## src/sv/battery_level_monitor_core_defines.svh

```systemverilog
// Assertion macros for the battery level monitor core.
`ifndef BATTERY_LEVEL_MONITOR_CORE_DEFINES_SVH
`define BATTERY_LEVEL_MONITOR_CORE_DEFINES_SVH

`ifndef SYNTH
// Check that cons holds in the same cycle whenever ante holds.
`define BLM_ASSERT_IMPLIES(label, clk, rst_n, ante, cons) \
    label: assert property (@(posedge clk) disable iff (!rst_n) (ante) |-> (cons)) \
        else $error("battery level monitor check failed");
// Check that cond holds on every clock edge out of reset.
`define BLM_ASSERT_ALWAYS(label, clk, rst_n, cond) \
    label: assert property (@(posedge clk) disable iff (!rst_n) 1'b1 |-> (cond)) \
        else $error("battery level monitor invariant failed");
`else
`define BLM_ASSERT_IMPLIES(label, clk, rst_n, ante, cons)
`define BLM_ASSERT_ALWAYS(label, clk, rst_n, cond)
`endif

`endif

```

## src/sv/blm_pkg.sv

```systemverilog
// Shared types and constants for the battery level monitor core.
package blm_pkg;

    // Default ADC sample width and fixed field widths
    localparam int SAMPLE_BITS_DEFAULT = 12;
    localparam int FIELD_BITS          = 12;
    localparam int COUNT_BITS          = 16;
    localparam int TAKEN_BITS          = 4;

    // Trimmed mean grouping
    localparam int GROUP_SIZE = 10;
    localparam int AVG_SHIFT  = 3;

    // Hysteresis counter ceiling
    localparam logic [COUNT_BITS-1:0] COUNT_MAX = 16'hFFFF;

    // Register reset values
    localparam logic [FIELD_BITS-1:0] LOW_THRESHOLD_RESET     = 12'd1427;
    localparam logic [FIELD_BITS-1:0] RECOVER_THRESHOLD_RESET = 12'd1673;
    localparam logic [COUNT_BITS-1:0] COUNT_LIMIT_RESET       = 16'd60000;

    // Configuration register indexes
    localparam int CFG_INDEX_BITS = 2;
    localparam logic [CFG_INDEX_BITS-1:0] CFG_LOW_THRESHOLD     = 2'd0;
    localparam logic [CFG_INDEX_BITS-1:0] CFG_RECOVER_THRESHOLD = 2'd1;
    localparam logic [CFG_INDEX_BITS-1:0] CFG_COUNT_LIMIT       = 2'd2;

    // Input word: one pass
    typedef struct packed {
        logic [FIELD_BITS-1:0] sample;
        logic                  tick;
        logic                  lamp_on;
        logic                  user_ack;
    } in_word_t;

    // Result word: one per pass
    typedef struct packed {
        logic [FIELD_BITS-1:0] average;
        logic                  average_ready;
        logic                  low_alarm;
        logic                  blink_request;
        logic                  alarm_entered;
        logic                  alarm_cleared;
        logic [COUNT_BITS-1:0] hysteresis_count;
    } out_word_t;

endpackage

```

## src/sv/battery_level_monitor_core.sv

```systemverilog
// Battery level monitor: trimmed mean filter and low battery alarm.
// The result word is registered and becomes valid in the cycle after its input word is accepted.
// Throughput: one word per cycle while out_ready takes results; the state update (sum, trim, threshold
// compare, hysteresis counter step) completes in a single pass.
// Reset: async active low; thresholds and limit return to defaults, filter
// group, counter, alarm, blink and pending tick clear; no result is held.
`include "battery_level_monitor_core_defines.svh"

module battery_level_monitor_core
    import blm_pkg::*;
#(
    parameter int SAMPLE_BITS = SAMPLE_BITS_DEFAULT
) (
    input  logic                      clk,
    input  logic                      rst_n,
    input  logic                      in_valid,
    output logic                      in_ready,
    input  in_word_t                  in_data,
    output logic                      out_valid,
    input  logic                      out_ready,
    output out_word_t                 out_data,
    input  logic                      cfg_valid,
    output logic                      cfg_ready,
    input  logic [CFG_INDEX_BITS-1:0] cfg_index,
    input  logic [COUNT_BITS-1:0]     cfg_data
);

    localparam int SUM_BITS = SAMPLE_BITS + 4;
    localparam int CMP_BITS = (SAMPLE_BITS > FIELD_BITS) ? SAMPLE_BITS : FIELD_BITS;
    localparam logic [SAMPLE_BITS-1:0] SAMPLE_ONES = {SAMPLE_BITS{1'b1}};

    // Configuration registers
    logic [FIELD_BITS-1:0] low_thr_reg;
    logic [FIELD_BITS-1:0] rec_thr_reg;
    logic [COUNT_BITS-1:0] limit_reg;

    // Filter and alarm state
    logic [SUM_BITS-1:0]    sum_reg, sum_next;
    logic [SAMPLE_BITS-1:0] largest_reg, largest_next;
    logic [SAMPLE_BITS-1:0] smallest_reg, smallest_next;
    logic [TAKEN_BITS-1:0]  taken_reg, taken_next;
    logic [SAMPLE_BITS-1:0] level_reg, level_next;
    logic [COUNT_BITS-1:0]  count_reg, count_next;
    logic                   alarm_reg, alarm_next;
    logic                   blink_reg, blink_next;
    logic                   pend_reg, pend_next;

    // Result register
    logic      out_valid_reg;
    out_word_t out_data_reg, out_data_next;

    // Pass datapath
    logic                   accept;
    logic [SAMPLE_BITS-1:0] samp;
    logic [SUM_BITS-1:0]    sum_add;
    logic [SUM_BITS-1:0]    trimmed;
    logic [SAMPLE_BITS-1:0] big_new, small_new;
    logic [TAKEN_BITS-1:0]  taken_inc;
    logic                   group_done;
    logic                   pend;
    logic                   level_below, level_above;
    logic [COUNT_BITS-1:0]  count_up, count_dn, count_step;
    logic                   entered, cleared;

    assign accept    = in_valid && in_ready;
    assign in_ready  = !out_valid_reg || out_ready;
    assign cfg_ready = 1'b1;
    assign out_valid = out_valid_reg;
    assign out_data  = out_data_reg;

    // Filter: accumulate, track extremes, trim at group end
    assign samp       = SAMPLE_BITS'(in_data.sample);
    assign sum_add    = sum_reg + SUM_BITS'(samp);
    assign big_new    = (samp > largest_reg) ? samp : largest_reg;
    assign small_new  = (samp < smallest_reg) ? samp : smallest_reg;
    assign taken_inc  = taken_reg + TAKEN_BITS'(1);
    assign group_done = taken_inc >= TAKEN_BITS'(GROUP_SIZE);
    assign trimmed    = sum_add - SUM_BITS'(big_new) - SUM_BITS'(small_new);
    assign level_next = group_done ? SAMPLE_BITS'(trimmed >> AVG_SHIFT) : level_reg;

    always_comb
    begin
        if (group_done)
        begin
            sum_next      = '0;
            largest_next  = '0;
            smallest_next = SAMPLE_ONES;
            taken_next    = '0;
        end
        else
        begin
            sum_next      = sum_add;
            largest_next  = big_new;
            smallest_next = small_new;
            taken_next    = taken_inc;
        end
    end

    // Hysteresis counter candidates
    assign pend        = pend_reg || in_data.tick;
    assign level_below = CMP_BITS'(level_next) < CMP_BITS'(low_thr_reg);
    assign level_above = CMP_BITS'(level_next) > CMP_BITS'(rec_thr_reg);
    assign count_up    = (pend && count_reg != COUNT_MAX) ? count_reg + COUNT_BITS'(1)
                                                          : count_reg;
    assign count_dn    = (count_reg != '0) ? count_reg - COUNT_BITS'(1) : count_reg;

    // Alarm decision
    always_comb
    begin
        count_step = count_reg;
        count_next = count_reg;
        pend_next  = pend;
        alarm_next = alarm_reg;
        blink_next = blink_reg && !in_data.user_ack;
        entered    = 1'b0;
        cleared    = 1'b0;
        if (!alarm_reg)
        begin
            if (in_data.lamp_on)
            begin
                if (level_below)
                begin
                    count_step = count_up;
                    pend_next  = 1'b0;
                end
                else
                begin
                    count_step = count_dn;
                end
                if (count_step > limit_reg)
                begin
                    count_next = '0;
                    alarm_next = 1'b1;
                    blink_next = 1'b1;
                    entered    = 1'b1;
                end
                else
                begin
                    count_next = count_step;
                end
            end
            else
            begin
                count_next = '0;
            end
        end
        else
        begin
            if (level_above)
            begin
                count_step = count_up;
                pend_next  = 1'b0;
                if (count_step > limit_reg)
                begin
                    count_next = '0;
                    alarm_next = 1'b0;
                    blink_next = 1'b0;
                    cleared    = 1'b1;
                end
                else
                begin
                    count_next = count_step;
                end
            end
            else
            begin
                count_next = count_dn;
            end
        end
    end

    // Assemble the result word
    always_comb
    begin
        out_data_next.average          = FIELD_BITS'(level_next);
        out_data_next.average_ready    = group_done;
        out_data_next.low_alarm        = alarm_next;
        out_data_next.blink_request    = blink_next;
        out_data_next.alarm_entered    = entered;
        out_data_next.alarm_cleared    = cleared;
        out_data_next.hysteresis_count = count_next;
    end

    // Hold configuration and state; advance state on each accepted word
    always_ff @(posedge clk or negedge rst_n)
    begin
        if (!rst_n)
        begin
            low_thr_reg   <= LOW_THRESHOLD_RESET;
            rec_thr_reg   <= RECOVER_THRESHOLD_RESET;
            limit_reg     <= COUNT_LIMIT_RESET;
            sum_reg       <= '0;
            largest_reg   <= '0;
            smallest_reg  <= SAMPLE_ONES;
            taken_reg     <= '0;
            level_reg     <= '0;
            count_reg     <= '0;
            alarm_reg     <= 1'b0;
            blink_reg     <= 1'b0;
            pend_reg      <= 1'b0;
            out_valid_reg <= 1'b0;
        end
        else
        begin
            if (cfg_valid && cfg_ready)
            begin
                case (cfg_index)
                    CFG_LOW_THRESHOLD:     low_thr_reg <= FIELD_BITS'(cfg_data);
                    CFG_RECOVER_THRESHOLD: rec_thr_reg <= FIELD_BITS'(cfg_data);
                    CFG_COUNT_LIMIT:       limit_reg   <= cfg_data;
                    default:               ;
                endcase
            end
            if (accept)
            begin
                sum_reg      <= sum_next;
                largest_reg  <= largest_next;
                smallest_reg <= smallest_next;
                taken_reg    <= taken_next;
                level_reg    <= level_next;
                count_reg    <= count_next;
                alarm_reg    <= alarm_next;
                blink_reg    <= blink_next;
                pend_reg     <= pend_next;
            end
            if (accept)
            begin
                out_valid_reg <= 1'b1;
            end
            else if (out_ready)
            begin
                out_valid_reg <= 1'b0;
            end
        end
    end

    // Capture the result word
    always_ff @(posedge clk)
    begin
        if (accept)
        begin
            out_data_reg <= out_data_next;
        end
    end

    // Checks
    `BLM_ASSERT_ALWAYS(a_group_bound, clk, rst_n, taken_reg < TAKEN_BITS'(GROUP_SIZE))
    `BLM_ASSERT_ALWAYS(a_blink_needs_alarm, clk, rst_n, !blink_reg || alarm_reg)
    `BLM_ASSERT_IMPLIES(a_pulse_excl, clk, rst_n, out_valid_reg, !(out_data_reg.alarm_entered && out_data_reg.alarm_cleared))
    `BLM_ASSERT_IMPLIES(a_entered_state, clk, rst_n, out_valid_reg && out_data_reg.alarm_entered, out_data_reg.low_alarm && out_data_reg.blink_request && out_data_reg.hysteresis_count == '0)
    `BLM_ASSERT_IMPLIES(a_cleared_state, clk, rst_n, out_valid_reg && out_data_reg.alarm_cleared, !out_data_reg.low_alarm && !out_data_reg.blink_request)

endmodule

```

## config.mk

```make
export PLATFORM = sky130hd
export DESIGN_NAME = battery_level_monitor_core
export DESIGN_NICKNAME = d
export VERILOG_FILES = /design/src/sv/blm_pkg.sv /design/src/sv/battery_level_monitor_core.sv
export VERILOG_INCLUDE_DIRS = /design/src /design/src/sv
export SDC_FILE = /design/constraint.sdc
export NUM_CORES = 1
export LEC_CHECK = 0
export BUFFER_PORTS_ARGS = -buffer_cell sky130_fd_sc_hd__buf_2
export CORE_ASPECT_RATIO = 1.75
export CORE_MARGIN = 8
export CORE_UTILIZATION = 50
export CTS_BUF_LIST = sky130_fd_sc_hd__clkbuf_4 sky130_fd_sc_hd__clkbuf_8
export DETAILED_ROUTE_END_ITERATION = 6
export PLACE_DENSITY = 0.71
export SLEW_MARGIN = 5
export SYNTH_ARGS = -nofsm -noshare
export SYNTH_HDL_FRONTEND = slang
export SYNTH_SLANG_ARGS = --single-unit
export TNS_END_PERCENT = 10
```

## constraint.sdc

```tcl
create_clock -name clk -period 17.1 [get_ports clk]
set_input_delay 3.42 -clock clk [delete_from_list [all_inputs] [get_ports clk]]
set_output_delay 3.42 -clock clk [all_outputs]
set_load 0.02 [all_outputs]
```

==> impl_metrics.env, run 1 <==
export IMPL_status="finished with violations"
export IMPL_violations="DRC"
export IMPL_synthToLayoutAreaGrowth_pct=9.94
export IMPL_grt_pass1_vias=8935
export IMPL_synth_mux_area_share_pct=7.30
export IMPL_use_met2_pct=44.4
export IMPL_syn_nets=1287
export IMPL_cts_tree="done"
export IMPL_vias=8811
export IMPL_dp_cells=1454
export IMPL_worstHoldPathType="reg -> reg"
export IMPL_cts_resized=0
export IMPL_place_hpwl_um=23400
export IMPL_synthTopCellsByArea="dfrtp_1 (20%), ha_1 (13%), edfxtp_1 (9.2%), dfstp_2 (7.3%), mux2_2 (4.9%)"
export IMPL_synth_top_family_by_area="compound AO/OA/AOI/OAI gates"
export IMPL_synth_area_mm2=0.0108
export IMPL_tightest_slew_ps=1070
export IMPL_fmax_ghz=0.0813
export IMPL_grt_start_max_net_pins=60
export IMPL_dieArea_mm2=0.0268
export IMPL_cts_buffer_depth=2
export IMPL_clk_latency_ps=480
export IMPL_antenna_found_initial=1
export IMPL_finalWeightedCongestion=0.970
export IMPL_crit_fanout=17
export IMPL_period_needed_ps=12300
export IMPL_first_pass_iters=7
export IMPL_fin_skew_ps=15.4
export IMPL_yosys_area_top_type="dfrtp_1"
export IMPL_numCtsBuffers=17
export IMPL_final_antenna_net_count=0
export IMPL_grtUsageMet3_pct=3.84
export IMPL_busiest_layer="met2"
export IMPL_relSlewSlack_pct=28.4
export IMPL_grt_use_met1_pct=23.8
export IMPL_synth_top_area_share_pct=19.6
export IMPL_largest_register_ffs=33
export IMPL_min_period_over_period_pct=71.9
export IMPL_drv_cap=0
export IMPL_drive_gt1_share_pct=18.2
export IMPL_synth_xor_xnor_area_share_pct=3.95
export IMPL_syn_area_per_cell_um2=9.59
export IMPL_drt_iter0_drc=603
export IMPL_synth_cells=1129
export IMPL_report_final_slew_viol_count=0
export IMPL_synth_simple_gate_area_share_pct=14.9
export IMPL_die_h_um=211
export IMPL_start_kind="primary input"
export IMPL_path_clk_slew_ps=80
export IMPL_grt_overflow=0
export IMPL_synth_async_reset_ratio_pct=77.7
export IMPL_worstPathArrival_ps=12670
export IMPL_fp_row_count=71
export IMPL_cp_slowest_cell="o21a_1"
export IMPL_hold_violations=0
export IMPL_path_class="in -> reg"
export IMPL_grtUsageTotal_pct=23.7
export IMPL_worst_ep_required_time_ps=17470
export IMPL_synth_flop_cell="dfrtp_1"
export IMPL_synth_edf_count=33
export IMPL_fin_tns_setup_ps=0
export IMPL_ctsHoldBuffers=0
export IMPL_root_buffer="clkbuf_8"
export IMPL_synth_seq_area_share_pct=36.1
export IMPL_rsz0062_at_grt="false"
export IMPL_core_mm2=0.0214
export IMPL_io_pins=74
export IMPL_finalNonFillerCells=1486
export IMPL_ys_types=81
export IMPL_worst_path_most_repeated_cell="ha_1"
export IMPL_start_util_pct=50.6
export IMPL_drt_wl_total_um=31100
export IMPL_wire_per_inst_um=20.9
export IMPL_synthAdderAreaFrac_pct=14.6
export IMPL_die_w_um=127
export IMPL_synth_compound_area_share_pct=18.0
export IMPL_yosys_warnings=0
export IMPL_timing_hold_ws_ps=493
export IMPL_crit_path_end_kind="register"
export IMPL_portBuffers=72
export IMPL_cts_setup_buffers=0
export IMPL_nets=1339
export IMPL_drc=9
export IMPL_grt_pass1_wl_um=48500
export IMPL_insertedDiodeCount=0
export IMPL_synth_seq_cells=148
export IMPL_htree_levels=4
export IMPL_fin_util_pct=55.6
export IMPL_setup_viol=0
export IMPL_cts_sinks=148
export IMPL_viasPerCell=5.93
export IMPL_max_stage_delay_ps=610
==> final timing paths <==
check,depth (start not counted),startpoint,end,slack [ps]
worst min-delay path,2,sum_reg[0],sum_reg[0],490
worst max-delay path,34,in_data[13],count_reg[1],4800
min in group asynchronous,1,rst_n,count_reg[15],3000
worst max register to register,34,largest_reg[11],count_reg[1],7430
max in group asynchronous,2,rst_n,largest_reg[10],12830
worst min register to register,2,sum_reg[0],sum_reg[0],490
==> cells by family after synthesis <==
group | Yosys count
AND/OR/NAND/NOR | 312
AO/OA/AOI/OAI | 284
flip-flops | 148
buffers and inverters | 143
adder cells (fa/ha/maj) | 120
multiplexers | 73
XOR/XNOR | 48
other | 1
==> area by class of cell <==
class	count	area (um2)
sequential	148	3910
fill	1925	9510
clock buffer	19	249
inverter	92	345
timing repair buffer	84	453
tap	292	365
clock inverter	13	205
multi-input combinational	838	6380
==> through the flow <==
stage / area [um2] / worst slack (ps)
after floorplan: 10800 / 5620
after global placement: 11400 / 4480
after detailed placement: 11400 / 4410
after CTS: 11900 / 4880
after global routing: 11900 / 4250
final: 11900 / 4800
==> synth_stat cells (13+ instances only) <==
| library cell | instances |
|---|---|
| a21o_1 | 29 |
| a21oi_1 | 51 |
| clkbuf_1 | 42 |
| dfrtp_1 | 85 |
| dfstp_2 | 30 |
| edfxtp_1 | 33 |
| ha_1 | 109 |
| inv_1 | 92 |
| mux2_2 | 47 |
| mux2i_1 | 25 |
| nand2_1 | 95 |
| nand3_1 | 23 |
| nand4_1 | 23 |
| nor2_1 | 47 |
| nor2b_1 | 14 |
| nor3_1 | 25 |
| o21a_1 | 13 |
| o21ai_0 | 69 |
| or3_1 | 17 |
| xnor2_1 | 33 |
| xor2_1 | 14 |
==> worst max-delay path: cells and delay by family <==
kind	cells	cell delay, ps
xor+xnor	1	110
fa+ha+maj	5	1560
simple gates	9	2240
compound gates	15	4410
buf+inv	2	230
mux	2	680
==> cell usage in the layout (no fill, tap or decap), drive strengths merged, types with 9 or more instances in the layout <==
cell type,instances
clkbuf,19
ha,109
nand4,23
mux2i,25
xnor2,34
a22o,11
o22a,12
xor2,14
a21oi,51
dfrtp,85
fa,11
buf,84
or2,9
nor2b,14
or3,18
o21a,13
inv,94
o21ai,70
nor2,47
nor4,9
nand2,95
nand3,23
mux2,48
nor3,25
o211ai,11
a21o,29
o22ai,12
a211o,10
dfstp,30
nand2b,10
edfxtp,33
==> metal layers <==
metal / share of wire [%] / wire [um]
met5: 0.039 / 12
met4: 5.7 / 1770
met3: 3.6 / 1110
met2: 55 / 17000
met1: 36 / 11200
Power of run 1 is left out: the tool's default activity adds up to more than one toggle a clock period on the data nets, which glitch-free logic cannot reach.
==> run 2, diff against run 1 <==
- PLACE_DENSITY: 0.71 -> 0.74
- clock period: 17.1 -> 10.58 ns (I/O delays scaled with it)
==> run 2 against run 1 <==
The run now ends clean. Routed wire length increased by 0.20%. Setup slack worse by 4300 ps. Global-route usage grew 0.091 points. Register-to-register slack lost 5700 ps. Die area stayed put. Clock skew increased by 3.9 ps. Worst hold slack worse by 6.9 ps. Critical path depth decreased by 1. Flip-flop and latch count unchanged. Clock-buffer cell count unchanged. Highest routed layer is now met4.
==> impl_metrics.env, run 2 (same netlist as run 1, synthesis figures left out) <==
export IMPL_path_clk_slew_ps=80
export IMPL_grt_overflow=0
export IMPL_synthToLayoutAreaGrowth_pct=11.7
export IMPL_drive_gt1_share_pct=20.2
export IMPL_status="completed"
export IMPL_worstReg2RegEnd="count_reg[10]"
export IMPL_worstHoldEndpoint="level_reg[3]"
export IMPL_start_util_pct=50.6
export IMPL_cts_sinks=148
export IMPL_htree_levels=4
export IMPL_numCtsBuffers=17
export IMPL_insertedDiodeCount=0
export IMPL_cts_resized=0
export IMPL_cts_tree="done"
export IMPL_final_antenna_net_count=0
export IMPL_start_kind="primary input"
export IMPL_worstPathArrival_ps=10440
export IMPL_fin_skew_ps=19.3
export IMPL_setup_viol=0
export IMPL_antenna_found_initial=0
export IMPL_hold_path_depth=2
export IMPL_worst_ep_required_time_ps=10960
export IMPL_io_pins=74
export IMPL_min_period_over_period_pct=95.1
export IMPL_first_pass_iters=6
export IMPL_die_h_um=211
export IMPL_relSlewSlack_pct=31.7
export IMPL_fmax_ghz=0.0994
export IMPL_r2r_slack_ps=1730
export IMPL_die_w_um=127
export IMPL_drv_cap=0
export IMPL_nets=1361
export IMPL_clk_latency_ps=490
export IMPL_crit_fanout=15
export IMPL_drt_iter0_drc=666
export IMPL_finalWeightedCongestion=0.988
export IMPL_r2r_start="smallest_reg[9]"
export IMPL_largest_register_ffs=33
export IMPL_design_area_mm2=0.0121
export IMPL_final_cell_mix="ha_1 (109), nand2_1 (94), inv_1 (91)"
export IMPL_dieArea_mm2=0.0268
export IMPL_grt_pass1_wl_um=49600
export IMPL_fillers=1923
export IMPL_period_needed_ps=10060
export IMPL_hold_start="level_reg[3]"
export IMPL_report_final_slew_viol_count=0
export IMPL_path_class="in -> reg"
export IMPL_fp_row_count=71
export IMPL_worstHoldPathType="reg -> reg"
export IMPL_final_common_cell="ha_1"
export IMPL_grt_start_max_net_pins=66
export IMPL_max_stage_delay_ps=480
export IMPL_vias=9110
export IMPL_tightest_slew_ps=1030
export IMPL_cts_setup_buffers=0
export IMPL_grt_pass1_vias=9484
export IMPL_hold_violations=0
export IMPL_ff2ff_path_depth=33
export IMPL_crit_path_end_kind="register"
export IMPL_portBuffers=72
export IMPL_place_hpwl_um=23900
export IMPL_fin_tns_setup_ps=0
export IMPL_ctsHoldBuffers=0
export IMPL_drt_wl_total_um=31100
export IMPL_post_dp_cell_area_mm2=0.0116
export IMPL_worst_path_most_repeated_cell="ha_1"
export IMPL_cts_buffer_depth=2
export IMPL_wire_per_inst_um=20.6
export IMPL_viasPerCell=6.04
export IMPL_grtUsageTotal_pct=23.8
export IMPL_core_mm2=0.0214
export IMPL_cp_slowest_cell="or2_2"
export IMPL_drc=0
export IMPL_root_buffer="clkbuf_8"
==> run 2: cell types whose count changed in the layout (fill, tap and decap cells not counted), moves of 2 or more <==
cell,delta
mux2i_1,-2
buf_4,+21
inv_6,+2
mux2i_2,+2
==> run 2: layer usage <==
layer	global-route usage, %	routed length [um]	up-vias	share of wire, %
met2	44.4	17000	299	55
met4	18.4	2260	0	7.3
met5	0	0	-	0
met3	3.49	1140	122	3.7
li1	-	-	4264	-
met1	22.9	10800	4425	35
==> run 2: stage by stage <==
step,utilization [%],hold slack [ps],setup WS [ps],cells
after floorplan,-,443,403,1129
after global placement,54.3,458,53.8,1476
after detailed placement,54.3,468,-136,1476
after CTS,56.4,489,357,1508
after global routing,56.5,515,-29.9,1508
final,56.5,486,520,1508
==> run 2: layout make-up <==
type                    count  area, um2  area share, %
inverters                  92        345           2.86
well taps                 292        365           3.02
multi-input cells         838       6400           52.9
clock buffers              19        249           2.06
repair buffers            106        631           5.21
flip-flops and latches    148       3910           32.3
clock inverters            13        198           1.63
==> run 2: critical path: cells and delay by family <==
| family | cells | cell delay [ps] |
|---|---|---|
| multiplexers | 2 | 620 |
| adder cells (fa/ha/maj) | 5 | 1710 |
| XOR/XNOR | 2 | 360 |
| AO/OA/AOI/OAI | 16 | 3490 |
| buffers and inverters | 1 | 140 |
| AND/OR/NAND/NOR | 7 | 1980 |
==> run 2: worst max-delay path by stage <==
stage	start	end	slack, ps	depth (start not counted)
after floorplan	in_data[14]	out_data[5]	400	37
after global placement	in_data[13]	count_reg[3]	50	33
after detailed placement	in_data[13]	count_reg[5]	-140	33
after CTS	in_data[13]	count_reg[10]	360	33
after global routing	in_data[13]	count_reg[5]	-30	33
final	in_data[13]	count_reg[10]	520	33
Power of run 2 is left out for the same reason.
==> run 3, diff against run 2 <==
- ABC_CLOCK_PERIOD_IN_PS: not set -> 10580
- PLACE_DENSITY: 0.74 -> 0.71
==> run 3 against run 2 <==
Worst hold slack worse by 3.7 ps. Non-clock buffer count rose by 5. Sequential share of layout area fell by 0.11 points. Critical path depth up 3. Flip-flop and latch count did not move. Utilization grew 0.19 points. First-iteration DRC count shrank 14%. Die area is the same. Maximum frequency shrank 0.65%. Largest cell class unchanged. Via count is 0.98% higher. Global-route usage grew 1.3 points. Final cell count is 0.40% higher.
==> impl_metrics.env, run 3 (same netlist as run 1, synthesis figures left out) <==
export IMPL_die_h_um=211
export IMPL_worst_ep_required_time_ps=10950
export IMPL_fin_skew_ps=17.4
export IMPL_cp_slowest_cell="fa_1"
export IMPL_finalWeightedCongestion=0.985
export IMPL_cts_buffer_depth=2
export IMPL_relSlewSlack_pct=22.7
export IMPL_crit_path_end_kind="register"
export IMPL_final_common_cell="ha_1"
export IMPL_root_buffer="clkbuf_8"
export IMPL_drv_cap=0
export IMPL_dp_cells=1480
export IMPL_fillers=1899
export IMPL_viasPerCell=6.08
export IMPL_largest_register_ffs=33
export IMPL_synthToLayoutAreaGrowth_pct=12.1
export IMPL_path_clk_slew_ps=80
export IMPL_clk_latency_ps=490
export IMPL_drt_wl_total_um=32600
export IMPL_grt_overflow=0
export IMPL_finalNonFillerCells=1514
export IMPL_drc=0
export IMPL_setup_viol=0
export IMPL_insertedDiodeCount=0
export IMPL_first_pass_iters=7
export IMPL_status="completed"
export IMPL_io_pins=74
export IMPL_place_hpwl_um=24900
export IMPL_worst_path_most_repeated_cell="ha_1"
export IMPL_dpl_worst_slack_ps=-200
export IMPL_ctsHoldBuffers=0
export IMPL_worstHoldPathType="reg -> reg"
export IMPL_report_final_slew_viol_count=0
export IMPL_core_mm2=0.0214
export IMPL_grt_start_max_net_pins=65
export IMPL_drt_iter0_drc=572
export IMPL_numCtsBuffers=17
export IMPL_portBuffers=72
export IMPL_cts_tree="done"
export IMPL_htree_levels=4
export IMPL_dieArea_mm2=0.0268
export IMPL_min_period_over_period_pct=95.7
export IMPL_grtUsageTotal_pct=25.1
export IMPL_cts_sinks=148
export IMPL_path_class="in -> reg"
export IMPL_period_needed_ps=10130
export IMPL_crit_fanout=10
export IMPL_grt_pass1_vias=9728
export IMPL_nets=1367
export IMPL_wire_per_inst_um=21.6
export IMPL_worstPathArrival_ps=10490
export IMPL_die_w_um=127
export IMPL_final_cell_mix="ha_1 (109), nand2_1 (93), inv_1 (91)"
export IMPL_tightest_slew_ps=1160
export IMPL_hold_violations=0
export IMPL_setup_ws_ps=455
export IMPL_fp_row_count=71
export IMPL_fmax_ghz=0.0988
export IMPL_start_kind="primary input"
export IMPL_final_antenna_net_count=0
export IMPL_grt_pass1_wl_um=51800
export IMPL_max_stage_delay_ps=450
export IMPL_antenna_found_initial=1
export IMPL_vias=9199
export IMPL_start_util_pct=50.6
export IMPL_drive_gt1_share_pct=20.9
-- run 3: cell types whose count changed in the layout (fill, tap and decap cells not counted), sizes merged --
cell and change:
inv -1, or2 +1, clkbuf +1, clkinv -2
buf +5, clkinvlp +2
-- run 3: path summary, 6_finish.rpt --
path	start	endpoint	depth (start not counted)	slack [ps]
max in group asynchronous	rst_n	sum_reg[11]	2	7560
min reg2reg	sum_reg[4]	sum_reg[4]	2	480
min in group asynchronous	rst_n	count_reg[15]	1	1680
min	sum_reg[4]	sum_reg[4]	2	480
max	in_data[12]	count_reg[5]	36	450
max reg2reg	smallest_reg[9]	count_reg[5]	36	1680
-- run 3: final cells by class --
cell class	instances	area (um2)	share of cell area, %
multi-input cells	839	6430	53.0
clock inverters	12	179	1.47
inverters	92	345	2.85
well taps	292	365	3.01
clock buffers	20	256	2.11
repair buffers	111	656	5.40
flip-flops and latches	148	3910	32.2
-- run 3: metal layers --
| layer | share of wire, % | routed length, um | track usage (%) |
|---|---|---|---|
| met5 | 0.043 | 14 | 0 |
| met4 | 8.4 | 2740 | 21.0 |
| met3 | 4.0 | 1290 | 4.55 |
| met2 | 53 | 17300 | 45.9 |
| met1 | 34 | 11300 | 23.9 |
-- run 3: stage by stage --
| step | utilization [%] | TNS [ps] | cell area, um2 | hold WS, ps |
|---|---|---|---|---|
| 3_3_place_gp | 54.4 | -634 | 11600 | 462 |
| 2_1_floorplan | - | 0 | 10800 | 443 |
| 6_report | 56.7 | 0 | 12100 | 482 |
| 4_1_cts | 56.4 | 0 | 12100 | 485 |
| 5_1_grt | 56.7 | -29.6 | 12100 | 521 |
| 3_5_place_dp | 54.4 | -2890 | 11600 | 466 |
-- run 3: critical path, delay by kind of cell --
kind,cells,cell delay (ps)
adders and majority gates,5,1620
AOI/OAI and AO/OA,15,3560
xor gates and xnor gates,2,460
and+or+nand+nor,9,1690
muxes,2,540
buffers and inverters,3,490
-- run 3: repair_timing --
action	CTS	global route
buffers inserted	0	1
endpoints found under the setup margin	0	37
resized for setup	0	11
Power of run 3 is left out for the same reason.
